[src/tsq_pkg.sv]
package tsq_pkg;

  localparam int DEF_CAPACITY  = 1024;
  localparam int DEF_NUM_TYPES = 3;
  localparam int ENTRY_SLOTS   = 3;
  localparam int QDEPTH        = 2;
  localparam logic [10:0] TOTAL_LIMIT_RST = 11'd1024;

  typedef enum logic [1:0] {
    ST_STORED      = 2'd0,
    ST_REFUSED     = 2'd1,
    ST_DELIVERED   = 2'd2,
    ST_UNAVAILABLE = 2'd3
  } status_t;

  typedef enum logic [2:0] {
    REG_TOTAL_LIMIT  = 3'd0,
    REG_TYPES_IN_USE = 3'd1,
    REG_TYPE_ID_0    = 3'd2,
    REG_TYPE_ID_1    = 3'd3,
    REG_TYPE_ID_2    = 3'd4,
    REG_QUOTA_0      = 3'd5,
    REG_QUOTA_1      = 3'd6,
    REG_QUOTA_2      = 3'd7
  } reg_idx_t;

  typedef enum logic [1:0] {
    BK_CLEAR,
    BK_IDLE,
    BK_SCAN
  } bk_state_t;

  // classified request handed from front to back
  typedef struct packed {
    logic        kind;
    logic [23:0] item_type;
    logic [23:0] producer;
    logic [31:0] number;
    logic        hit;
    logic [1:0]  entry;
    logic        refuse;
  } cmd_t;

  // one stored slot
  typedef struct packed {
    logic        valid;
    logic [23:0] stype;
    logic [23:0] prod;
    logic [31:0] num;
    logic [31:0] age;
  } slot_t;

  // back status seen by the front
  typedef struct packed {
    logic                        idle;
    logic [ENTRY_SLOTS-1:0][10:0] counts;
  } bk_stat_t;

endpackage

[src/tsq_front.sv]
module tsq_front
  import tsq_pkg::*;
#(
  parameter int CAPACITY  = DEF_CAPACITY,
  parameter int NUM_TYPES = DEF_NUM_TYPES,
  localparam int OW = $clog2(CAPACITY + 1)
) (
  input  logic          clk,
  input  logic          rst_n,
  input  logic          start,
  output logic          busy,
  input  logic          in_kind,
  input  logic [23:0]   in_item_type,
  input  logic [23:0]   in_producer_name,
  input  logic [31:0]   in_item_number,
  input  logic          cfg_valid,
  output logic          cfg_ready,
  input  logic [2:0]    cfg_index,
  input  logic [23:0]   cfg_data,
  input  logic          q_empty,
  input  bk_stat_t      stat,
  input  logic [OW-1:0] occ,
  output logic          push,
  output cmd_t          cmd
);

  logic [10:0] total_limit_r;
  logic [1:0]  types_in_use_r;
  logic [23:0] type_id_r [ENTRY_SLOTS];
  logic [10:0] quota_r   [ENTRY_SLOTS];

  logic [1:0]  active;
  logic        hit;
  logic [1:0]  entry;
  logic [31:0] occ_w, lim_w;
  logic        over_quota;

  assign cfg_ready = 1'b1;
  assign busy      = !q_empty || !stat.idle;
  assign push      = start && !busy;

  always_ff @(posedge clk) begin
    if (!rst_n) begin
      total_limit_r  <= TOTAL_LIMIT_RST;
      types_in_use_r <= 2'd0;
      for (int i = 0; i < ENTRY_SLOTS; i++) begin
        type_id_r[i] <= 24'd0;
        quota_r[i]   <= 11'd0;
      end
    end else if (cfg_valid && cfg_ready) begin
      case (reg_idx_t'(cfg_index))
        REG_TOTAL_LIMIT:  total_limit_r  <= cfg_data[10:0];
        REG_TYPES_IN_USE: types_in_use_r <= cfg_data[1:0];
        REG_TYPE_ID_0:    type_id_r[0]   <= cfg_data;
        REG_TYPE_ID_1:    type_id_r[1]   <= cfg_data;
        REG_TYPE_ID_2:    type_id_r[2]   <= cfg_data;
        REG_QUOTA_0:      quota_r[0]     <= cfg_data[10:0];
        REG_QUOTA_1:      quota_r[1]     <= cfg_data[10:0];
        REG_QUOTA_2:      quota_r[2]     <= cfg_data[10:0];
        default: ;
      endcase
    end
  end

  // highest matching active entry wins
  always_comb begin
    active = (types_in_use_r > 2'(NUM_TYPES)) ? 2'(NUM_TYPES) : types_in_use_r;
    hit    = 1'b0;
    entry  = 2'd0;
    for (int i = 0; i < ENTRY_SLOTS; i++) begin
      if ((2'(i) < active) && (type_id_r[i] == in_item_type)) begin
        hit   = 1'b1;
        entry = 2'(i);
      end
    end
  end

  always_comb begin
    occ_w = 32'(occ);
    lim_w = (32'(total_limit_r) > 32'(CAPACITY)) ? 32'(CAPACITY) : 32'(total_limit_r);
    over_quota = hit && (stat.counts[entry] >= quota_r[entry]);
    cmd.kind      = in_kind;
    cmd.item_type = in_item_type;
    cmd.producer  = in_producer_name;
    cmd.number    = in_item_number;
    cmd.hit       = hit;
    cmd.entry     = entry;
    cmd.refuse    = !in_kind && ((occ_w >= lim_w) || over_quota);
  end

endmodule

[config.mk]
export PLATFORM = sky130hd
export DESIGN_NAME = tsq_front
export DESIGN_NICKNAME = d
export VERILOG_FILES = /design/src/tsq_pkg.sv /design/src/tsq_front.sv
export SDC_FILE = /design/constraint.sdc
export NUM_CORES = 1
export LEC_CHECK = 0
export BUFFER_PORTS_ARGS = -buffer_cell sky130_fd_sc_hd__clkbuf_2
export CAP_MARGIN = 10
export CORE_MARGIN = 10
export CORE_UTILIZATION = 50
export DETAILED_ROUTE_END_ITERATION = 6
export PLACE_DENSITY = 0.81
export SLEW_MARGIN = 30
export SYNTH_ARGS = -nofsm -noshare
export SYNTH_HDL_FRONTEND = slang
export SYNTH_SLANG_ARGS = --single-unit
[constraint.sdc]
create_clock -name clk -period 6 [get_ports clk]
set_clock_uncertainty 0.2 [all_clocks]
set_input_delay 1.2 -clock clk [delete_from_list [all_inputs] [get_ports clk]]
set_output_delay 1.2 -clock clk [all_outputs]
set_load 0.05 [all_outputs]
After elaboration in Yosys (flattened, before gate mapping). Memory sizes are Yosys's and may differ from the RTL's. Index checks and enable logic that the tools add are counted.

Magnitude comparators: 8. Equal/unequal tests: 10. Reductions and logical operators: 15. Mux-type cells: 40. Bitwise operators: 6.

Operators with widths (count): $eq A24 B24 Y1 (3); $mux W24 (3); $mux W11 (5); $mux W1 (29); $bmux W11 S2 (1); $ge A11 B11 Y1 (2); $eq A3 B3 Y1 const B (4); $gt A11 B11 Y1 const B (1); $eq A3 B2 Y1 const B (2); $logic_and A1 B1 Y1 (6); $or A1 B1 Y1 (6); $logic_not A1 Y1 (4); $lt A1 B2 Y1 const A (2); $mux W2 (2); $reduce_and A2 Y1 (2); $eq A3 B1 Y1 const B (1); $logic_not A3 Y1 (1); $lt A2 B3 Y1 const B (1); $gt A2 B2 Y1 const B (1); $logic_or A1 B1 Y1 (2); $lt A2 B2 Y1 const A (1).

Bits of input ports: 158. Register bits: 13. Memories: 2. Bits in writable memories: 105.

Memories: type_id_r (words 3, bits a word 24, rd ports 3, clocked after memory_dff 0, write ports 3, line tsq_front.sv:29) `logic [23:0] type_id_r [ENTRY_SLOTS];`; quota_r (words 3, bits a word 11, rd ports 1, clocked after memory_dff 0, write ports 3, line tsq_front.sv:30) `logic [10:0] quota_r [ENTRY_SLOTS];`.

Depth between registers and ports, before layout. Gate-level depths: netlist of the first run.

Depth in word-level cells: 12. Gate-level depth with buffers: 14. Gate-level depth less buffers: 13.

Worst setup path after synthesis of the first run. OpenSTA, ideal clock, no wires.

Kind: input port to output port. From: in in_item_type[20]. To: out cmd[0] in the netlist's numbering. Data arrival time: 4.290 ns. Required time: 4.600 ns. Path buffers: 1. Stages: 13. Setup slack: 0.310 ns. Path through: xor2_1 -> nor4_1 -> nand4_1 -> nor4_4 -> buf_6 -> mux2i_1 -> ha_1 -> nand2b_1 -> a211o_1 -> a2111oi_0 -> o21ai_0 -> o31ai_1 -> a31oi_1.

RTL lines: from (decl) (line tsq_front.sv:13) `input logic [23:0] in_item_type,`; to (decl) (line tsq_front.sv:24) `output cmd_t cmd`.

==> impl_metrics.json, run 1 <==
{
  "hold_slack_ns": 0.272,
  "portBuffers": 132,
  "grt_start_max_net_pins": 25,
  "syn_to_final_growth_pct": 16.3,
  "maxSlewViolCount": 0,
  "ctsLongestPathBuffers": 2,
  "ys_seq_area_frac": 0.528,
  "regArea_um2": 3410,
  "finalNonFillerCells": 800,
  "number_of_hold_violations_in_the_final_report": 0,
  "postSynthAreaPerCell_um2": 12.0,
  "timing.critical_path.required_ns": 4.60,
  "worst_endpoint_data_arrival_time_ns": 4.46,
  "drt-initial-drc-count": 233,
  "detailroute.via_count": 4249,
  "clkLatencyLatePin_ns": 0.40,
  "finalNetCount": 796,
  "fin_crit_ns": 5.86,
  "grt_antenna_before_repair": 0,
  "multiInputGateArea_um2": 2470,
  "start_kind": "primary input",
  "cp-end-kind": "primary output",
  "rsz_0062_raised_after_global_routing": "false",
  "first_pass_grt_wire_length_um": 24100,
  "io_pins": 246,
  "final_setup_violating_endpoints": 0,
  "ant_nets": 0,
  "overflow": 0,
  "y_dimension_of_the_die_um": 134,
  "drt-wirelength-per-cell_um": 20.1,
  "core.rowCount": 41,
  "yosys_warnings": 0,
  "pwr_density_cell_nw_per_um2": 302,
  "avgViaCountPerCell": 5.31,
  "fillers": 1004,
  "synth-seq-cells": 118,
  "fin_crit_sh": 0.977,
  "power_leakage_nw": 3.01,
  "drt-pass1-iter-count": 4,
  "worst_path_max_delay_cell": "a2111oi_2",
  "synth.top_cell.area_share": 0.488,
  "start_util": 0.512,
  "cts_sinks": 118,
  "worst_pin_slew_ns": 0.710,
  "cts_root_buffer": "clkbuf_16",
  "critical_path_peak_fanout": 7,
  "setup_ws_ns": 0.138,
  "die-area_um2": 17900,
  "die_w_um": 134,
  "dp_area_um2": 6830,
  "drcViolationCount": 0,
  "placeableCoreArea_um2": 12600,
  "synth_top_area_cell": "edfxtp_1",
  "diodes_inserted": 0,
  "hp-class": "register to register",
  "run_status": "completed",
  "hpwlAfterDp_um": 12200,
  "p_total_mw": 2.27,
  "synth_edf_count": 105,
  "synth_cell_types": 43,
  "cts_setup_buffers": 0,
  "gr-usage-all-layers": 0.174,
  "post_synth_inst_count": 540,
  "timing_worst_setup_path_type": "primary input to primary output",
  "worst_relative_slew_slack": 0.524,
  "drt_wl_total_um": 16100,
  "syn_nets": 720,
  "clock.fmax_ghz": 0.171,
  "postLayoutCellArea_um2": 7520,
  "clkSlewWorstSetupHoldPaths_ns": 0.05,
  "max-vdd-ir-drop_mv": 0.199,
  "place_inst": 768,
  "max-cap-violations": 0,
  "synth.cell_area_um2": 6470,
  "asyncSetResetFlopFracSynth": 0,
  "tritoncts": "yes",
  "clock_tree.htree_level_count": 4,
  "crit_path_max_incr_delay_ns": 0.36,
  "gpl.final_weighted_congestion": 0.899,
  "top_post_synthesis_cells_by_area": "edfxtp_1 49%, buf_4 9.6%, xnor2_1 5.0%, xor2_1 4.7%, ha_1 4.3%",
  "grt_pass1_vias": 4614,
  "final_layout_size_suffix_gt1_frac": 0.334,
  "cts_made_buffers": 17,
  "dp_slack_ns": -0.0393,
  "synthFlopType": "edfxtp_1",
  "crit_path_cell_trace": "clkbuf_2, xnor2_1, nand4_1, nor4_2, nand4_1, buf_4, mux2_2, mux2i_1, ha_1, nand2b_1, a211o_1, a2111oi_2, o21ai_1, o31ai_2, a31oi_1, buf_4"
}
critical path, delay by kind of cell:
family,cells,cell delay (ns)
AOI/OAI and AO/OA,5,1.03
and+or+nand+nor,4,0.73
muxes,2,0.43
adders and majority gates,1,0.26
buffers and inverters,3,0.52
xor gates and xnor gates,1,0.28
layer usage:
metal | wire (µm) | global-route usage | share of wire
met1 | 6340 | 0.189 | 0.39
met2 | 8070 | 0.295 | 0.50
met3 | 1000 | 0.0481 | 0.062
met4 | 667 | 0.109 | 0.041
met5 | 0 | 0 | 0
through the flow:
| step | TNS (ns) | util |
|---|---|---|
| after floorplan | 0 | - |
| after global placement | 0 | 0.540 |
| after detailed placement | -0.0393 | 0.541 |
| after CTS | 0 | 0.590 |
| after global routing | 0 | 0.596 |
| final | 0 | 0.596 |
power by group:
group | total, mW | internal (mW) | switching, mW
clock network | 1.02 | 0.684 | 0.333
logic | 0.271 | 0.106 | 0.166
registers | 0.980 | 0.955 | 0.0243
total | 2.27 | 1.74 | 0.523
area by class of cell:
class	instances	area share
flip-flops and latches	118	0.454
multi-input cells	324	0.329
repair buffers	153	0.109
clock buffers	19	0.0576
well taps	172	0.0286
clock inverters	12	0.0213
inverters	2	0.000998
placed cells by master, fill, tap and decap left out, drive strengths merged, types with 11 or more instances in the layout:
master / Yosys / routed
ha: 22 / 22
edfxtp: 105 / 105
mux2i: 23 / 23
clkbuf: 9 / 150
mux2: 11 / 11
and2: 35 / 35
buf: 87 / 22
dfxtp: 13 / 13
xnor2: 37 / 37
nand2: 52 / 52
o21ai: 24 / 24
nand4: 14 / 14
a21boi: 12 / 12
xor2: 35 / 35
state kept, by name, indices dropped and copies added, names as in the netlist:
| signal | flops |
|---|---|
| total_limit_r | 11 |
| type_id_r | 72 |
| quota_r | 33 |
| types_in_use_r | 2 |
worst paths after layout:
kind / slack, ns / to / startpoint / cells past startpoint
setup / recovery: 0.14 / cmd[0] / in_item_type[11] / 16
hold / removal: 0.27 / total_limit_r[0] / total_limit_r[0] / 2
hold reg to reg: 0.27 / total_limit_r[0] / total_limit_r[0] / 2
setup reg to reg: 4.96 / total_limit_r[10] / total_limit_r[10] / 2
Yosys cell counts (4+ instances only):
master / instances
clkbuf_1: 9
mux2i_1: 23
xnor2_1: 37
ha_1: 22
buf_4: 83
nor2_1: 9
dfxtp_1: 13
xor2_1: 35
nor3_1: 6
nand4_1: 14
nor4_1: 9
a21boi_0: 12
nand2b_1: 4
nand2_1: 52
edfxtp_1: 105
mux2_2: 11
o21ai_0: 23
and2_1: 35
repair_timing:
item | CTS | global route
hold buffers | 0 | 0
resized for setup | 5 | 14
pin swaps | 0 | 4
setup endpoints to repair | 1 | 1
cloned | 0 | 1
cells by family (layout without fill, tap and decap cells):
| family | count (synthesis) | in the layout | synth area share |
|---|---|---|---|
| buffers and inverters | 98 | 186 | 0.109 |
| XOR/XNOR | 72 | 72 | 0.0975 |
| AO/OA/AOI/OAI | 51 | 51 | 0.0495 |
| adder cells (fa/ha/maj) | 22 | 22 | 0.0426 |
| AND/OR/NAND/NOR | 144 | 144 | 0.118 |
| flip-flops | 118 | 118 | 0.528 |
| other | 1 | 1 | 0.000580 |
| multiplexers | 34 | 34 | 0.0548 |
(Power assumes the default switching activity.)
==> inputs of run 2 (changes only) <==
--- a/config.mk
+++ b/config.mk
@@ -7,10 +7,12 @@
 export LEC_CHECK = 0
 export BUFFER_PORTS_ARGS = -buffer_cell sky130_fd_sc_hd__clkbuf_2
 export CAP_MARGIN = 10
+export CELL_PAD_IN_SITES_DETAIL_PLACEMENT = 0
+export CELL_PAD_IN_SITES_GLOBAL_PLACEMENT = 1
 export CORE_MARGIN = 10
-export CORE_UTILIZATION = 50
+export CORE_UTILIZATION = 38
 export DETAILED_ROUTE_END_ITERATION = 6
-export PLACE_DENSITY = 0.81
+export PLACE_DENSITY_LB_ADDON = 0.1
 export SLEW_MARGIN = 30
 export SYNTH_ARGS = -nofsm -noshare
 export SYNTH_HDL_FRONTEND = slang
==> impl_metrics.json, run 2 (synthesis gave the netlist of run 1 again) <==
{
  "portion_of_total_power_attributed_to_the_clock_network": 0.430,
  "hpwlAfterDp_um": 13500,
  "fillers": 1544,
  "placeableCoreArea_um2": 16600,
  "ctsLongestPathBuffers": 2,
  "clkSlewWorstSetupHoldPaths_ns": 0.06,
  "timing.critical_path.required_ns": 4.60,
  "syn_to_final_growth_pct": 20.8,
  "fin_crit_sh": 0.970,
  "holdCritStartpoint": "total_limit_r[3]",
  "cp-end-kind": "primary output",
  "r2r-start": "total_limit_r[10]",
  "cts_made_buffers": 17,
  "clock_tree.htree_level_count": 4,
  "ant_nets": 0,
  "drcViolationCount": 0,
  "drt-initial-drc-count": 236,
  "cts_root_buffer": "clkbuf_16",
  "r2r-end": "total_limit_r[10]",
  "whs_path_depth": 2,
  "gpl.final_weighted_congestion": 0.783,
  "start_kind": "primary input",
  "avgViaCountPerCell": 4.81,
  "io_pins": 246,
  "psw_mw": 0.550,
  "worst_endpoint_data_arrival_time_ns": 4.42,
  "p_seq_frac": 0.439,
  "run_status": "completed",
  "timing.reg2reg.setup_slack_ns": 4.92,
  "clock.fmax_ghz": 0.172,
  "tritoncts": "yes",
  "grt_antenna_before_repair": 0,
  "gr-usage-all-layers": 0.151,
  "worstRegToRegCells": 2,
  "diodes_inserted": 0,
  "hold_slack_ns": 0.268,
  "worst_pin_slew_ns": 0.916,
  "final_setup_violating_endpoints": 0,
  "power_leakage_nw": 3.12,
  "clkLatencyLatePin_ns": 0.41,
  "drt-wirelength-per-cell_um": 20.2,
  "grt_pass1_vias": 4347,
  "fin_crit_ns": 5.82,
  "timing_worst_setup_path_type": "primary input to primary output",
  "power.internal_mw": 1.68,
  "maxSlewViolCount": 0,
  "registers_with_the_most_flip_flops": "type_id_r (72), quota_r (33), total_limit_r (11)",
  "layout_common_cells": "127 x clkbuf_2, 105 x edfxtp_1, 51 x nand2_1",
  "p_total_mw": 2.23,
  "max-cap-violations": 0,
  "drt_wl_total_um": 17300,
  "largest_register_ffs": 72,
  "overflow": 0,
  "core.rowCount": 47,
  "y_dimension_of_the_die_um": 150,
  "critical_path_peak_fanout": 20,
  "worst_relative_slew_slack": 0.387,
  "mostFrequentLayoutCell": "clkbuf_2",
  "regMostFlops": "type_id_r",
  "portBuffers": 132,
  "start_util": 0.389,
  "detailroute.via_count": 4135,
  "min_delay_worst_endpoint": "total_limit_r[3]",
  "cts_sinks": 118,
  "finalNetCount": 806,
  "max-vdd-ir-drop_mv": 0.221,
  "die_w_um": 150,
  "cts_hold_buffers": 0,
  "power_frac_comb": 0.131,
  "die-area_um2": 22600,
  "fraction_of_power_spent_switching_nets": 0.247,
  "number_of_hold_violations_in_the_final_report": 0,
  "first_pass_grt_wire_length_um": 25400,
  "pwr_density_cell_nw_per_um2": 285,
  "final_layout_size_suffix_gt1_frac": 0.358,
  "final.setup.tns_ns": 0,
  "drt-pass1-iter-count": 4,
  "hp-class": "register to register",
  "grt_start_max_net_pins": 25
}
==> run 2: cell count changes in the layout (fill, tap and decap cells not counted), moves of 3 or more <==
cell,delta
clkbuf_2,-4
xnor2_4,+3
clkinvlp_4,+3
buf_4,+8
xnor2_1,-5
==> run 2: how the worst max path moves through the flow <==
| stage | startpoint | cells past startpoint | to | slack, ns |
|---|---|---|---|---|
| after floorplan | in_item_type[20] | 13 | cmd[0] | 0.31 |
| after global placement | in_item_type[15] | 16 | cmd[0] | -0.25 |
| after detailed placement | in_item_type[15] | 16 | cmd[0] | -0.44 |
| after CTS | in_item_type[4] | 17 | cmd[0] | 0.02 |
| after global routing | in_item_type[15] | 16 | cmd[0] | -0.03 |
| final | in_item_type[6] | 15 | cmd[0] | 0.18 |
==> run 2: layer usage <==
layer / GRT usage / wire length, µm / vias to the layer above
met3: 0.0462 / 1360 / 48
met4: 0.0705 / 571 / 0
met5: 0 / 0 / -
met1: 0.187 / 7170 / 1944
li1: - / - / 2012
met2: 0.236 / 8230 / 131
==> run 2: cell type report <==
class / instances / area [µm²] / area share
Inverter: 2 / 7.51 / 0.000961
Clock inverter: 15 / 139 / 0.0178
Timing Repair Buffer: 163 / 965 / 0.123
Multi-Input combinational cell: 324 / 2590 / 0.331
Tap cell: 220 / 275 / 0.0352
Sequential cell: 118 / 3410 / 0.437
Clock buffer: 17 / 425 / 0.0545
==> run 2: critical path, cell delays in order <==
cell and delay (ns):
clkbuf_2 0.16, xor2_1 0.21, nor4_2 0.35, nand4_1 0.21, nor4_4 0.24, buf_4 0.19, buf_12 0.15, mux2i_1 0.20
ha_1 0.25, a211o_1 0.33, a2111oi_4 0.35, o21ai_1 0.14, o31ai_2 0.09, a31oi_1 0.13, clkbuf_8 0.19
==> run 2: metrics by stage <==
stage,cells,util,setup slack [ns],area [µm²]
floorplan,540,-,0.310,6470
global placement,825,0.419,-0.246,6980
detailed placement,825,0.420,-0.445,6990
CTS,860,0.459,0.0206,7640
global route,859,0.469,-0.0274,7810
finish,859,0.469,0.182,7810
==> run 2: repair_timing <==
action	4_1_cts	5_1_grt
endpoints found under the setup margin	1	1
resized for setup	11	31
pin swaps	2	13
setup buffers	3	0
==> run 2: power groups by stage <==
| stage | combinational, mW | clock, mW | sequential, mW |
|---|---|---|---|
| floorplan | 0.264 | 0 | 0.988 |
| global placement | 0.271 | 0 | 0.991 |
| detailed placement | 0.273 | 0 | 0.993 |
| CTS | 0.282 | 0.977 | 0.976 |
| global route | 0.319 | 1.01 | 0.984 |
| finish | 0.292 | 0.958 | 0.978 |
