## src/tsq_pkg.sv

```systemverilog
package tsq_pkg;

  localparam int DEF_CAPACITY  = 1024;
  localparam int DEF_NUM_TYPES = 3;
  localparam int ENTRY_SLOTS   = 3;
  localparam int QDEPTH        = 2;
  localparam logic [10:0] TOTAL_LIMIT_RST = 11'd1024;

  typedef enum logic [1:0] {
    ST_STORED      = 2'd0,
    ST_REFUSED     = 2'd1,
    ST_DELIVERED   = 2'd2,
    ST_UNAVAILABLE = 2'd3
  } status_t;

  typedef enum logic [2:0] {
    REG_TOTAL_LIMIT  = 3'd0,
    REG_TYPES_IN_USE = 3'd1,
    REG_TYPE_ID_0    = 3'd2,
    REG_TYPE_ID_1    = 3'd3,
    REG_TYPE_ID_2    = 3'd4,
    REG_QUOTA_0      = 3'd5,
    REG_QUOTA_1      = 3'd6,
    REG_QUOTA_2      = 3'd7
  } reg_idx_t;

  typedef enum logic [1:0] {
    BK_CLEAR,
    BK_IDLE,
    BK_SCAN
  } bk_state_t;

  // classified request handed from front to back
  typedef struct packed {
    logic        kind;
    logic [23:0] item_type;
    logic [23:0] producer;
    logic [31:0] number;
    logic        hit;
    logic [1:0]  entry;
    logic        refuse;
  } cmd_t;

  // one stored slot
  typedef struct packed {
    logic        valid;
    logic [23:0] stype;
    logic [23:0] prod;
    logic [31:0] num;
    logic [31:0] age;
  } slot_t;

  // back status seen by the front
  typedef struct packed {
    logic                        idle;
    logic [ENTRY_SLOTS-1:0][10:0] counts;
  } bk_stat_t;

endpackage

```

## src/tsq_queue.sv

```systemverilog
module tsq_queue
  import tsq_pkg::*;
(
  input  logic clk,
  input  logic rst_n,
  input  logic push,
  input  cmd_t push_data,
  input  logic pop,
  output cmd_t pop_data,
  output logic empty
);

  cmd_t       mem_r [QDEPTH];
  logic       wr_ptr_r, wr_ptr_nxt;
  logic       rd_ptr_r, rd_ptr_nxt;
  logic [1:0] count_r, count_nxt;
  logic       do_push, do_pop;

  assign empty    = (count_r == 2'd0);
  assign do_push  = push && (count_r != 2'(QDEPTH));
  assign do_pop   = pop && !empty;
  assign pop_data = mem_r[rd_ptr_r];

  always_comb begin
    wr_ptr_nxt = do_push ? ~wr_ptr_r : wr_ptr_r;
    rd_ptr_nxt = do_pop ? ~rd_ptr_r : rd_ptr_r;
    count_nxt  = count_r + 2'(do_push) - 2'(do_pop);
  end

  always_ff @(posedge clk) begin
    if (!rst_n) begin
      wr_ptr_r <= 1'b0;
      rd_ptr_r <= 1'b0;
      count_r  <= 2'd0;
    end else begin
      wr_ptr_r <= wr_ptr_nxt;
      rd_ptr_r <= rd_ptr_nxt;
      count_r  <= count_nxt;
    end
  end

  always_ff @(posedge clk) begin
    if (do_push) begin
      mem_r[wr_ptr_r] <= push_data;
    end
  end

endmodule

```

## config.mk

```make
export PLATFORM = sky130hd
export DESIGN_NAME = tsq_queue
export DESIGN_NICKNAME = d
export VERILOG_FILES = /design/src/tsq_pkg.sv /design/src/tsq_queue.sv
export SDC_FILE = /design/constraint.sdc
export NUM_CORES = 1
export LEC_CHECK = 0
export ABC_AREA = 1
export BUFFER_PORTS_ARGS = -buffer_cell sky130_fd_sc_hd__buf_2
export CORE_MARGIN = 4
export CORE_UTILIZATION = 45
export DETAILED_ROUTE_END_ITERATION = 7
export PLACE_DENSITY = 0.85
export SYNTH_ARGS = -nofsm -noshare
export SYNTH_HDL_FRONTEND = slang
export SYNTH_SLANG_ARGS = --single-unit
```

## constraint.sdc

```tcl
create_clock -name clk -period 4.5 [get_ports clk]
set_clock_uncertainty 0.15 [all_clocks]
set_input_delay 0.45 -clock clk [delete_from_list [all_inputs] [get_ports clk]]
set_output_delay 0.45 -clock clk [all_outputs]
set_load 0.03 [all_outputs]
```

Yosys cells after proc, flatten, opt, wreduce, memory -nomap -nowiden
Memories as Yosys holds them, arrays and structs flattened. A register that Yosys moved wholly into a read port is not among the register bits.
Cells that the tools add are included.
- reductions and logical operators: 4
- bitwise gates (word level): 2
- multiplexer cells: 4
- equal/unequal tests: 1
- add/sub/neg operators: 2
- operators with widths (kind ; number):
    1-bit two-way mux ; 4
    2-bit by 1-bit adder with 2-bit output ; 1
    1-bit logical AND ; 2
    2-bit logical NOT ; 1
    2-bit inequality test, second input constant ; 1
    1-bit inverter ; 2
    2-bit by 1-bit subtractor with 2-bit output ; 1
    1-bit logical NOT ; 1
- bits in writable memories: 170
- memories: 1
- register bits after elaboration: 4
- word-level logic and storage cells: 17
- input port bits: 89
- output and inout bits: 86
- memory list (name ; words ; bits a word ; rd ports ; clocked after Yosys merged registers in ; wr ports ; RTL line ; RTL):
    mem_r ; 2 ; 85 ; 1 ; 1 ; 1 ; tsq_queue.sv:13 ; cmd_t mem_r [QDEPTH];

Logic depth before layout (Yosys ltp)
Gate-level depths: netlist of run 1.
- word-level depth: 5
- gate-level depth with buffers: 11
- mapped depth without buffers: 11

Worst setup path after synthesis of run 1
Ideal clock, no wire load.
- path kind: reg-to-reg
- start: register count_r[0]
- end: memory mem_r[0][0] (netlist name) (enable)
- arrival time: 4082 ps
- path buffers: 0
- period minus slack after synthesis: 4761 ps
- path slack: -261 ps
- stages on the path, launching flop included: 5
- library setup time: 529 ps
- required time: 3821 ps
- path through: dfxtp_1 -> inv_1 -> nand2_1 -> nand2_1 -> nor2_1
- cells in the longest elaborated chain, start to end: 4
- RTL lines (item ; RTL line ; RTL):
    start: declaration ; tsq_queue.sv:16 ; logic [1:0] count_r, count_nxt;
    start signal: assignment ; tsq_queue.sv:38 ; count_r <= count_nxt;
    2-bit inequality test ; tsq_queue.sv:20 ; assign do_push = push && (count_r != 2'(QDEPTH));
    1-bit logical AND ; tsq_queue.sv:20 ;
    1-bit two-way mux ; tsq_queue.sv:43 ; if (do_push) begin
    1-bit two-way mux (implied by the code) ; tsq_queue.sv:44 ; mem_r[wr_ptr_r] <= push_data;
    end: declaration ; tsq_queue.sv:13 ;
No other way between the ends.

==> results of run 1 <==
placed cells by master, fill, tap and decap left out:
cell type and instances:
clkbuf_16 17, bufinv_16 2, edfxtp_1 170, dfxtp_4 1, clkinv_1 4, nand2_1 9
mux2_2 35, buf_4 1, clkinv_4 2, dfxtp_1 4, inv_1 6, nand3_1 3
clkinv_2 2, nor2_1 7, nor2_4 1, buf_2 174, buf_12 1, ha_1 2
a21oi_1 2, clkinvlp_4 2, inv_6 1, clkbuf_1 1, mux2_1 50
path summary, 6_finish.rpt:
| kind | from | endpoint |
|---|---|---|
| hold reg to reg | rd_ptr_r$_SDFFE_PN0P_ | rd_ptr_r$_SDFFE_PN0P_ |
| setup reg to reg | count_r[0]$_SDFF_PN0_ | mem_r[0][7]$_DFFE_PP_ |
| setup / recovery | flop | pop_data[14] |
| hold / removal | push_data[4] | mem_r[1][4]$_DFFE_PP_ |
worst register-to-register path: cells and delay by family, from the launching register on:
kind	cells	cell delay, ns
flops	1	0.36
buf+inv	2	0.44
simple gates	3	1.10
power by group through the flow:
| stage | clock network, mW | registers (mW) | logic, mW |
|---|---|---|---|
| 6_report | 1.36 | 2.20 | 1.22 |
| 5_1_grt | 1.47 | 2.23 | 1.29 |
| 4_1_cts | 1.40 | 2.21 | 1.24 |
| 3_5_place_dp | 0 | 2.24 | 1.23 |
| 3_3_place_gp | 0 | 2.22 | 1.21 |
| 2_1_floorplan | 0 | 2.15 | 0.967 |
flip-flops by register name, summed over array words and instances (netlist names), named ones only:
name / cells
count_r: 2
mem_r: 170
rd_ptr_r: 1
wr_ptr_r: 1
routing by layer:
| layer | up-vias | part of all wire (%) |
|---|---|---|
| met5 | - | 0 |
| li1 | 1543 | - |
| met1 | 1618 | 39 |
| met2 | 122 | 52 |
| met3 | 21 | 6.5 |
| met4 | 0 | 2.0 |
metrics by stage:
| step | hold WS (ns) | instance area [um2] | utilization [%] |
|---|---|---|---|
| 2_1_floorplan | 0.317 | 6380 | - |
| 3_3_place_gp | 0.342 | 7440 | 53.6 |
| 3_5_place_dp | 0.343 | 7440 | 53.6 |
| 4_1_cts | 0.0486 | 7990 | 57.6 |
| 5_1_grt | 0.0513 | 7990 | 57.6 |
| 6_report | 0.0734 | 7990 | 57.6 |
logic make-up (layout without fill, tap and decap cells):
kind of cell             count (synthesis)  count (layout)  share of synthesized area [%]
AO/OA/AOI/OAI                            2               2                          0.157
adder cells (fa/ha/maj)                  2               2                          0.392
AND/OR/NAND/NOR                         20              20                           1.24
buffers and inverters                   16             213                           1.65
flip-flops                             175             175                           81.6
multiplexers                            85              85                           15.0
cell type report:
cell class	instances	area share, %
multi-input combinational	109	13.5
inverter	7	0.345
timing repair buffer	176	11.2
clock inverter	12	1.52
tap	180	2.82
sequential	175	65.2
clock buffer	18	5.37
==> results_dict.tcl, run 1 <==
set metrics [dict create \
    worst_slack_ns 1.70 \
    synthTopCellsByArea "edfxtp_1 80%, mux2_1 8.8%, mux2_2 6.2%, dfxtp_1 1.6%, buf_6 0.88%" \
    ctsHtreeMaxLevel 4 \
    initial_utilization_pct 46.0 \
    yosys.area.top_type_share_pct 80.0 \
    leakage_nw 3.01 \
    ys_seq_area_share_pct 81.6 \
    switching_share_pct 31.4 \
    grt_setup_unrepaired "false" \
    wire_per_inst_um 16.6 \
    slowest_delay_ns 1.02 \
    met1_usage_pct 17.0 \
    diodes 0 \
    routed_via_density 4.88 \
    clkTransAtPathRegs_ns 0.06 \
    die_h_um 127 \
    grtUsageMet2_pct 24.1 \
    fin_crit_sh_pct 62.3 \
    final_cells 677 \
    r2r_slack_ns 2.08 \
    synth_fp_nets 391 \
    yosys-top-cells-count "170 x edfxtp_1, 50 x mux2_1, 35 x mux2_2, 9 x nand2_1, 8 x nor2_1" \
    firstDrtPassIters 4 \
    cts-buffers-inserted 17 \
    grt_first_pass_wirelength_um 17500 \
    endpoint_kind "output pin" \
    layout.nets 577 \
    maxCapViolCount 0 \
    cts_buffer_depth 2 \
    post_cts_resized 0 \
    slowest_stage "dfxtp_4" \
    crit_type "flop to output pin" \
    n_fill_cell 1054 \
    antenna_found_initial 0 \
    yosys.area.top_type "edfxtp_1" \
    postCtsSetupRepairBufs 0 \
    fp.dieW_um 127 \
    crit_family "flip-flops" \
    netlist_area_um2 6380 \
    power_mw 4.78 \
    num_vias 3304 \
    grt_use_total_pct 14.3 \
    clkPwrFrac_pct 28.4 \
    root_buffer "clkbuf_16" \
    startpoint_type "flop" \
    seqCellArea_um2 5210 \
    ys_warn_count 0 \
    synth.avg_cell_area_um2 21.3 \
    r2r_cells 5 \
    internal-power_mw 3.28 \
    post-place-ws_ns 2.03 \
    ys_types 13 \
    outcome "finished clean" \
    power_switching_mw 1.50 \
    synth_most_common_cell "edfxtp_1" \
    cts_hold_buf 0 \
    min_path_cells 1 \
    fmax_mhz 357 \
    combPwrFrac_pct 25.5 \
    cts_tree "done" \
    postSynthCellCount 300 \
    first_iter_violations 137 \
    numClockSinks 175 \
    ant_nets 0 \
    grt_most_used_layer "met2" \
    gp_congestion 0.739 \
    crit_cells 2 \
    hold_violations 0 \
    fin_crit_ns 2.80 \
    core_um2 13900 \
    wl_um 11200 \
    cp.required_ns 3.90 \
    ys_ff_latch 175 \
    dp_hpwl_um 7430 \
    synth_enable_flop_cells 170 \
    ir_drop_uv 375 \
    tightest_slew_ns 1.17 \
    power.density_nw_per_um2 598 \
    ys.flop_type "edfxtp_1" \
    setup_tns_ns 0 \
    grt_use_met3_pct 4.64 \
    finalMaxSlewViolations 0 \
    grt.overflow.total 0 \
    hold_path.class "input port to flop" \
    place_inst 647 \
    rows 43 \
    path_cells "mux2_2 > buf_2" \
    grt_max_degree 86 \
    slew_headroom_pct 22.1 \
    async_reset_ff_share_pct 0 \
    critPathMaxFanout 85 \
    path_buf_inv 1 \
    drc 0 \
    die_area_um2 16100 \
    multiInputGateArea_um2 1080 \
    area_delta_synth_final_pct 25.2 \
    drive_gt1_share_pct 48.1 \
    setup_viol 0 \
    pin_count 175 \
    clock_latency_ns 0.41 \
    arrival_ns 2.20 \
    grt_pass1_vias 3583 \
    seqPwrFrac_pct 46.1 \
    io_buffers 174 \
]
Power figures use the tool's default switching activity.
==> run 2: changes to the inputs <==
==> constraint.sdc (replaced) <==
create_clock -name clk -period 2.3 [get_ports clk]
set_clock_uncertainty 0.15 [all_clocks]
set_input_delay 0.23 -clock clk [delete_from_list [all_inputs] [get_ports clk]]
set_output_delay 0.23 -clock clk [all_outputs]
set_load 0.03 [all_outputs]
==> run 2 against run 1 <==
Register-to-register slack worse by 1.5 ns. Via count is 9.9% higher. Routed wire length increased by 11%. Non-clock buffer count increased by 89. Critical path depth rose by 1. Sequential share of layout area decreased by 7.2 points. Clock power increased by 120%. Final cell count rose by 13%. Cell area grew 12%. Global-route usage up 1.9 points. First-iteration DRC count down 22%. Largest power group unchanged.
==> results_dict.tcl, run 2 (synthesis gave the netlist of run 1 again) <==
set metrics [dict create \
    n_fill_cell 922 \
    endpoint_kind "output pin" \
    cp.required_ns 1.92 \
    cts_tree "done" \
    wire_per_inst_um 16.3 \
    slew_headroom_pct 66.0 \
    antenna_found_initial 0 \
    critPathMaxFanout 85 \
    postCtsSetupRepairBufs 0 \
    layout_commonest_cell "buf_2" \
    die_area_um2 16100 \
    io_buffers 174 \
    grt_use_total_pct 16.2 \
    finalMaxSlewViolations 0 \
    multiInputGateArea_um2 1090 \
    grt_setup_unrepaired "false" \
    grt_pass1_vias 4102 \
    drc 0 \
    fin_crit_sh_pct 94.8 \
    setup_viol 0 \
    initial_utilization_pct 46.0 \
    root_buffer "clkbuf_16" \
    hold_path.class "flop to flop" \
    cts_buffer_depth 2 \
    holdWs_ns 0.372 \
    ctsHtreeMaxLevel 4 \
    outcome "finished clean" \
    layout_common_cells "174 x buf_2, 170 x edfxtp_1, 88 x dlygate4sd3_1" \
    fin_crit_ns 2.18 \
    die_h_um 127 \
    first_iter_violations 107 \
    seqCellArea_um2 5210 \
    maxCapViolCount 0 \
    power.density_nw_per_um2 1090 \
    pin_count 175 \
    leakage_nw 3.42 \
    area_delta_synth_final_pct 40.8 \
    tightest_slew_ns 0.510 \
    firstDrtPassIters 5 \
    post_cts_resized 0 \
    hold_violations 0 \
    gp_congestion 0.740 \
    setup_tns_ns 0 \
    post-place-ws_ns 0.572 \
    num_vias 3630 \
    diodes 0 \
    clkTransAtPathRegs_ns 0.06 \
    rows 43 \
    arrival_ns 1.80 \
    clock_latency_ns 0.41 \
    wl_um 12500 \
    place_inst 648 \
    top_register "mem_r" \
    final_cells 767 \
    largest_register_ff_count 170 \
    grt_first_pass_wirelength_um 19800 \
    startpoint_type "flop" \
    dp_hpwl_um 7300 \
    routed_via_density 4.73 \
    cts-buffers-inserted 17 \
    fmax_mhz 459 \
    grt_max_degree 86 \
    crit_type "flop to output pin" \
    ant_nets 0 \
    core_um2 13900 \
    ir_drop_uv 637 \
    fp.dieW_um 127 \
    worst_slack_ns 0.121 \
    grt.overflow.total 0 \
    layout.nets 666 \
    drive_gt1_share_pct 42.6 \
    numClockSinks 175 \
    top_regs "mem_r (170), count_r (2)" \
]
[run 2: timing repair]
item | 4_1_cts | 5_1_grt
hold buffers | 88 | 0
endpoints found under the setup margin | 0 | 0
endpoints found under the hold margin | 175 | 0
[run 2: layout make-up]
type,instances,area share (%)
multi-input cells,109,12.1
inverters,7,0.334
flip-flops and latches,175,58.0
clock inverters,14,2.13
repair buffers,265,20.2
clock buffers,17,4.74
well taps,180,2.51
[run 2: metrics by stage]
stage / utilization (%) / cell area (um2) / power [mW]
2_1_floorplan: - / 6400 / 6.09
3_3_place_gp: 53.9 / 7480 / 6.76
3_5_place_dp: 53.9 / 7480 / 6.83
4_1_cts: 64.7 / 8980 / 9.90
5_1_grt: 64.7 / 8980 / 10.3
6_report: 64.7 / 8980 / 9.81
[run 2: power by group]
part | switching, mW | internal, mW
combinational | 1.80 | 0.921
sequential | 0.113 | 4.04
clock | 1.13 | 1.81
[run 2: final timing paths]
kind	startpoint	endpoint	slack, ns	depth (start not counted)
min reg2reg	rd_ptr_r$_SDFFE_PN0P_	flop	0.37	2
max	flop	pop_data[9]	0.12	3
min	rd_ptr_r$_SDFFE_PN0P_	flop	0.37	2
max reg2reg	count_r[0]$_SDFF_PN0_	mem_r[0][40]$_DFFE_PP_	0.63	5
[run 2: metal layers]
| metal | share of wire (%) | GRT usage, % | vias to the layer above |
|---|---|---|---|
| li1 | - | - | 1720 |
| met1 | 37 | 16.9 | 1760 |
| met2 | 55 | 29.7 | 127 |
| met3 | 5.7 | 5.06 | 23 |
| met4 | 2.2 | 7.00 | 0 |
| met5 | 0 | 0 | - |
[run 2: worst max-delay path, cell delays in order (launching register included)]
cell and delay, ns:
dfxtp_4 0.35, buf_12 0.34, mux2_2 0.41, buf_2 0.18
==> run 3: changes to the inputs <==
--- a/config.mk
+++ b/config.mk
@@ -6,11 +6,11 @@
 export NUM_CORES = 1
 export LEC_CHECK = 0
 export ABC_AREA = 1
-export BUFFER_PORTS_ARGS = -buffer_cell sky130_fd_sc_hd__buf_2
 export CORE_MARGIN = 4
 export CORE_UTILIZATION = 45
 export DETAILED_ROUTE_END_ITERATION = 7
-export PLACE_DENSITY = 0.85
+export DONT_BUFFER_PORTS = 1
+export PLACE_DENSITY = 0.74
 export SYNTH_ARGS = -nofsm -noshare
 export SYNTH_HDL_FRONTEND = slang
 export SYNTH_SLANG_ARGS = --single-unit
==> run 3 against run 2 <==
Sequential power rose by 1%. Die area did not move. Clock power fell by 3%. Routed wire length fell by 9.7%. Core utilization fell by 6.1 points. Count of clock-buffer cells in the layout rose by 2. Critical path type unchanged. Critical endpoint is now pop_data[74]. Largest cell class unchanged. Largest power group unchanged.
==> results_dict.tcl, run 3 (synthesis gave the netlist of run 1 again) <==
set metrics [dict create \
    outcome "finished clean" \
    final_core_util_pct 58.6 \
    clock_latency_ns 0.42 \
    pin_count 175 \
    power.density_nw_per_um2 1150 \
    grt_pass1_vias 3267 \
    post_cts_resized 0 \
    path_cells "buf_12 > mux2_1" \
    maxCapViolCount 0 \
    hold_violations 0 \
    grt_max_degree 57 \
    cts_tree "done" \
    rows 43 \
    leakage_nw 2.75 \
    drc 0 \
    n_fill_cell 1026 \
    root_buffer "clkbuf_16" \
    wire_per_inst_um 18.9 \
    final_cell_area_um2 8130 \
    tightest_slew_ns 0.402 \
    num_vias 2997 \
    io_buffers 0 \
    layout_common_cells "170 x edfxtp_1, 88 x dlygate4sd3_1, 50 x mux2_1" \
    ir_drop_uv 576 \
    firstDrtPassIters 4 \
    core_um2 13900 \
    layout_commonest_cell "edfxtp_1" \
    ant_nets 0 \
    cts_hold_buf 88 \
    clkTransAtPathRegs_ns 0.07 \
    r2r_slack_ns 0.63 \
    r2r_cells 9 \
    reg2reg_from "count_r[1]$_SDFF_PN0_" \
    drive_gt1_share_pct 19.1 \
    routed_via_density 5.01 \
    slowest_stage "dfxtp_4" \
    crit-reg2reg-capture "count_r[1]$_SDFF_PN0_" \
    first_iter_violations 145 \
    initial_utilization_pct 46.0 \
    slew_headroom_pct 73.2 \
    gp_congestion 0.715 \
    diodes 0 \
    fp.dieW_um 127 \
    setup_viol 0 \
    critPathMaxFanout 35 \
    largest_register_ff_count 170 \
    top_regs "mem_r (170), count_r (2)" \
    grt_first_pass_wirelength_um 17700 \
    grt.overflow.total 0 \
    numClockSinks 175 \
    cts_buffer_depth 2 \
    ctsHtreeMaxLevel 4 \
    path_buf_inv 1 \
    startpoint_type "flop" \
    grt_use_total_pct 14.6 \
    die_area_um2 16100 \
    grt_setup_unrepaired "false" \
    top_register "mem_r" \
    fin_crit_sh_pct 93.5 \
    crit_family "flip-flops" \
    dp_hpwl_um 7010 \
    placed_cell_area_um2 6660 \
    min_path_cells 4 \
    antenna_found_initial 1 \
    endpoint_kind "output pin" \
    arrival_ns 1.77 \
    area_delta_synth_final_pct 27.5 \
    finalMaxSlewViolations 0 \
    cp.required_ns 1.92 \
    hold_path.class "input port to flop" \
    die_h_um 127 \
    fin_crit_ns 2.15 \
    min_to "count_r[1]$_SDFF_PN0_" \
    min-delay-start "push" \
    layout.nets 496 \
    cts-buffers-inserted 17 \
    wl_um 11300 \
    crit_type "flop to output pin" \
    slowest_delay_ns 0.57 \
    postCtsSetupRepairBufs 0 \
    fmax_mhz 465 \
]
[run 3: metrics by stage]
stage / cells / setup slack, ns / hold slack, ns / power [mW] / TNS [ns]
after floorplan: 300 / -0.0496 / 0.173 / 6.09 / -4.22
after global placement: 478 / 0.601 / 0.179 / 6.39 / 0
after detailed placement: 478 / 0.574 / 0.179 / 6.43 / 0
after CTS: 598 / 0.107 / 0.0753 / 9.44 / 0
after global routing: 598 / 0.0466 / 0.103 / 9.75 / 0
final: 598 / 0.149 / 0.105 / 9.33 / 0
[run 3: metal layers]
| layer | global-route usage [%] | wire [um] |
|---|---|---|
| met1 | 16.4 | 4520 |
| met5 | 0 | 7 |
| met4 | 5.49 | 188 |
| met3 | 6.98 | 858 |
| met2 | 24.2 | 5700 |
[run 3: how the worst max path moves through the flow]
| stage | endpoint | slack (ns) | cells past startpoint |
|---|---|---|---|
| finish | pop_data[74] | 0.15 | 2 |
| global route | pop_data[74] | 0.05 | 2 |
| CTS | pop_data[82] | 0.11 | 2 |
| detailed placement | pop_data[82] | 0.57 | 2 |
| global placement | pop_data[82] | 0.60 | 2 |
| floorplan | mem_r[0][0]$_DFFE_PP_ | -0.05 | 4 |
[run 3: cell type report]
class | instances | area, um2 | share of cell area [%]
clock buffer | 19 | 433 | 5.32
multi-input combinational | 109 | 1090 | 13.4
inverter | 7 | 30.0 | 0.369
sequential | 175 | 5210 | 64.1
clock inverter | 13 | 163 | 2.00
tap | 180 | 225 | 2.77
timing repair buffer | 95 | 983 | 12.1
[run 3: report_power, final]
group	internal [mW]	leakage (nW)	switching, mW
Clock	1.71	0.284	1.14
Sequential	4.04	1.63	0.159
Combinational	0.644	0.834	1.64
[run 3: tightest hold or removal path: stages]
cell and delay [ns]:
nand2_2 0.07, ha_1 0.18, a21oi_1 0.05, nor2_1 0.10
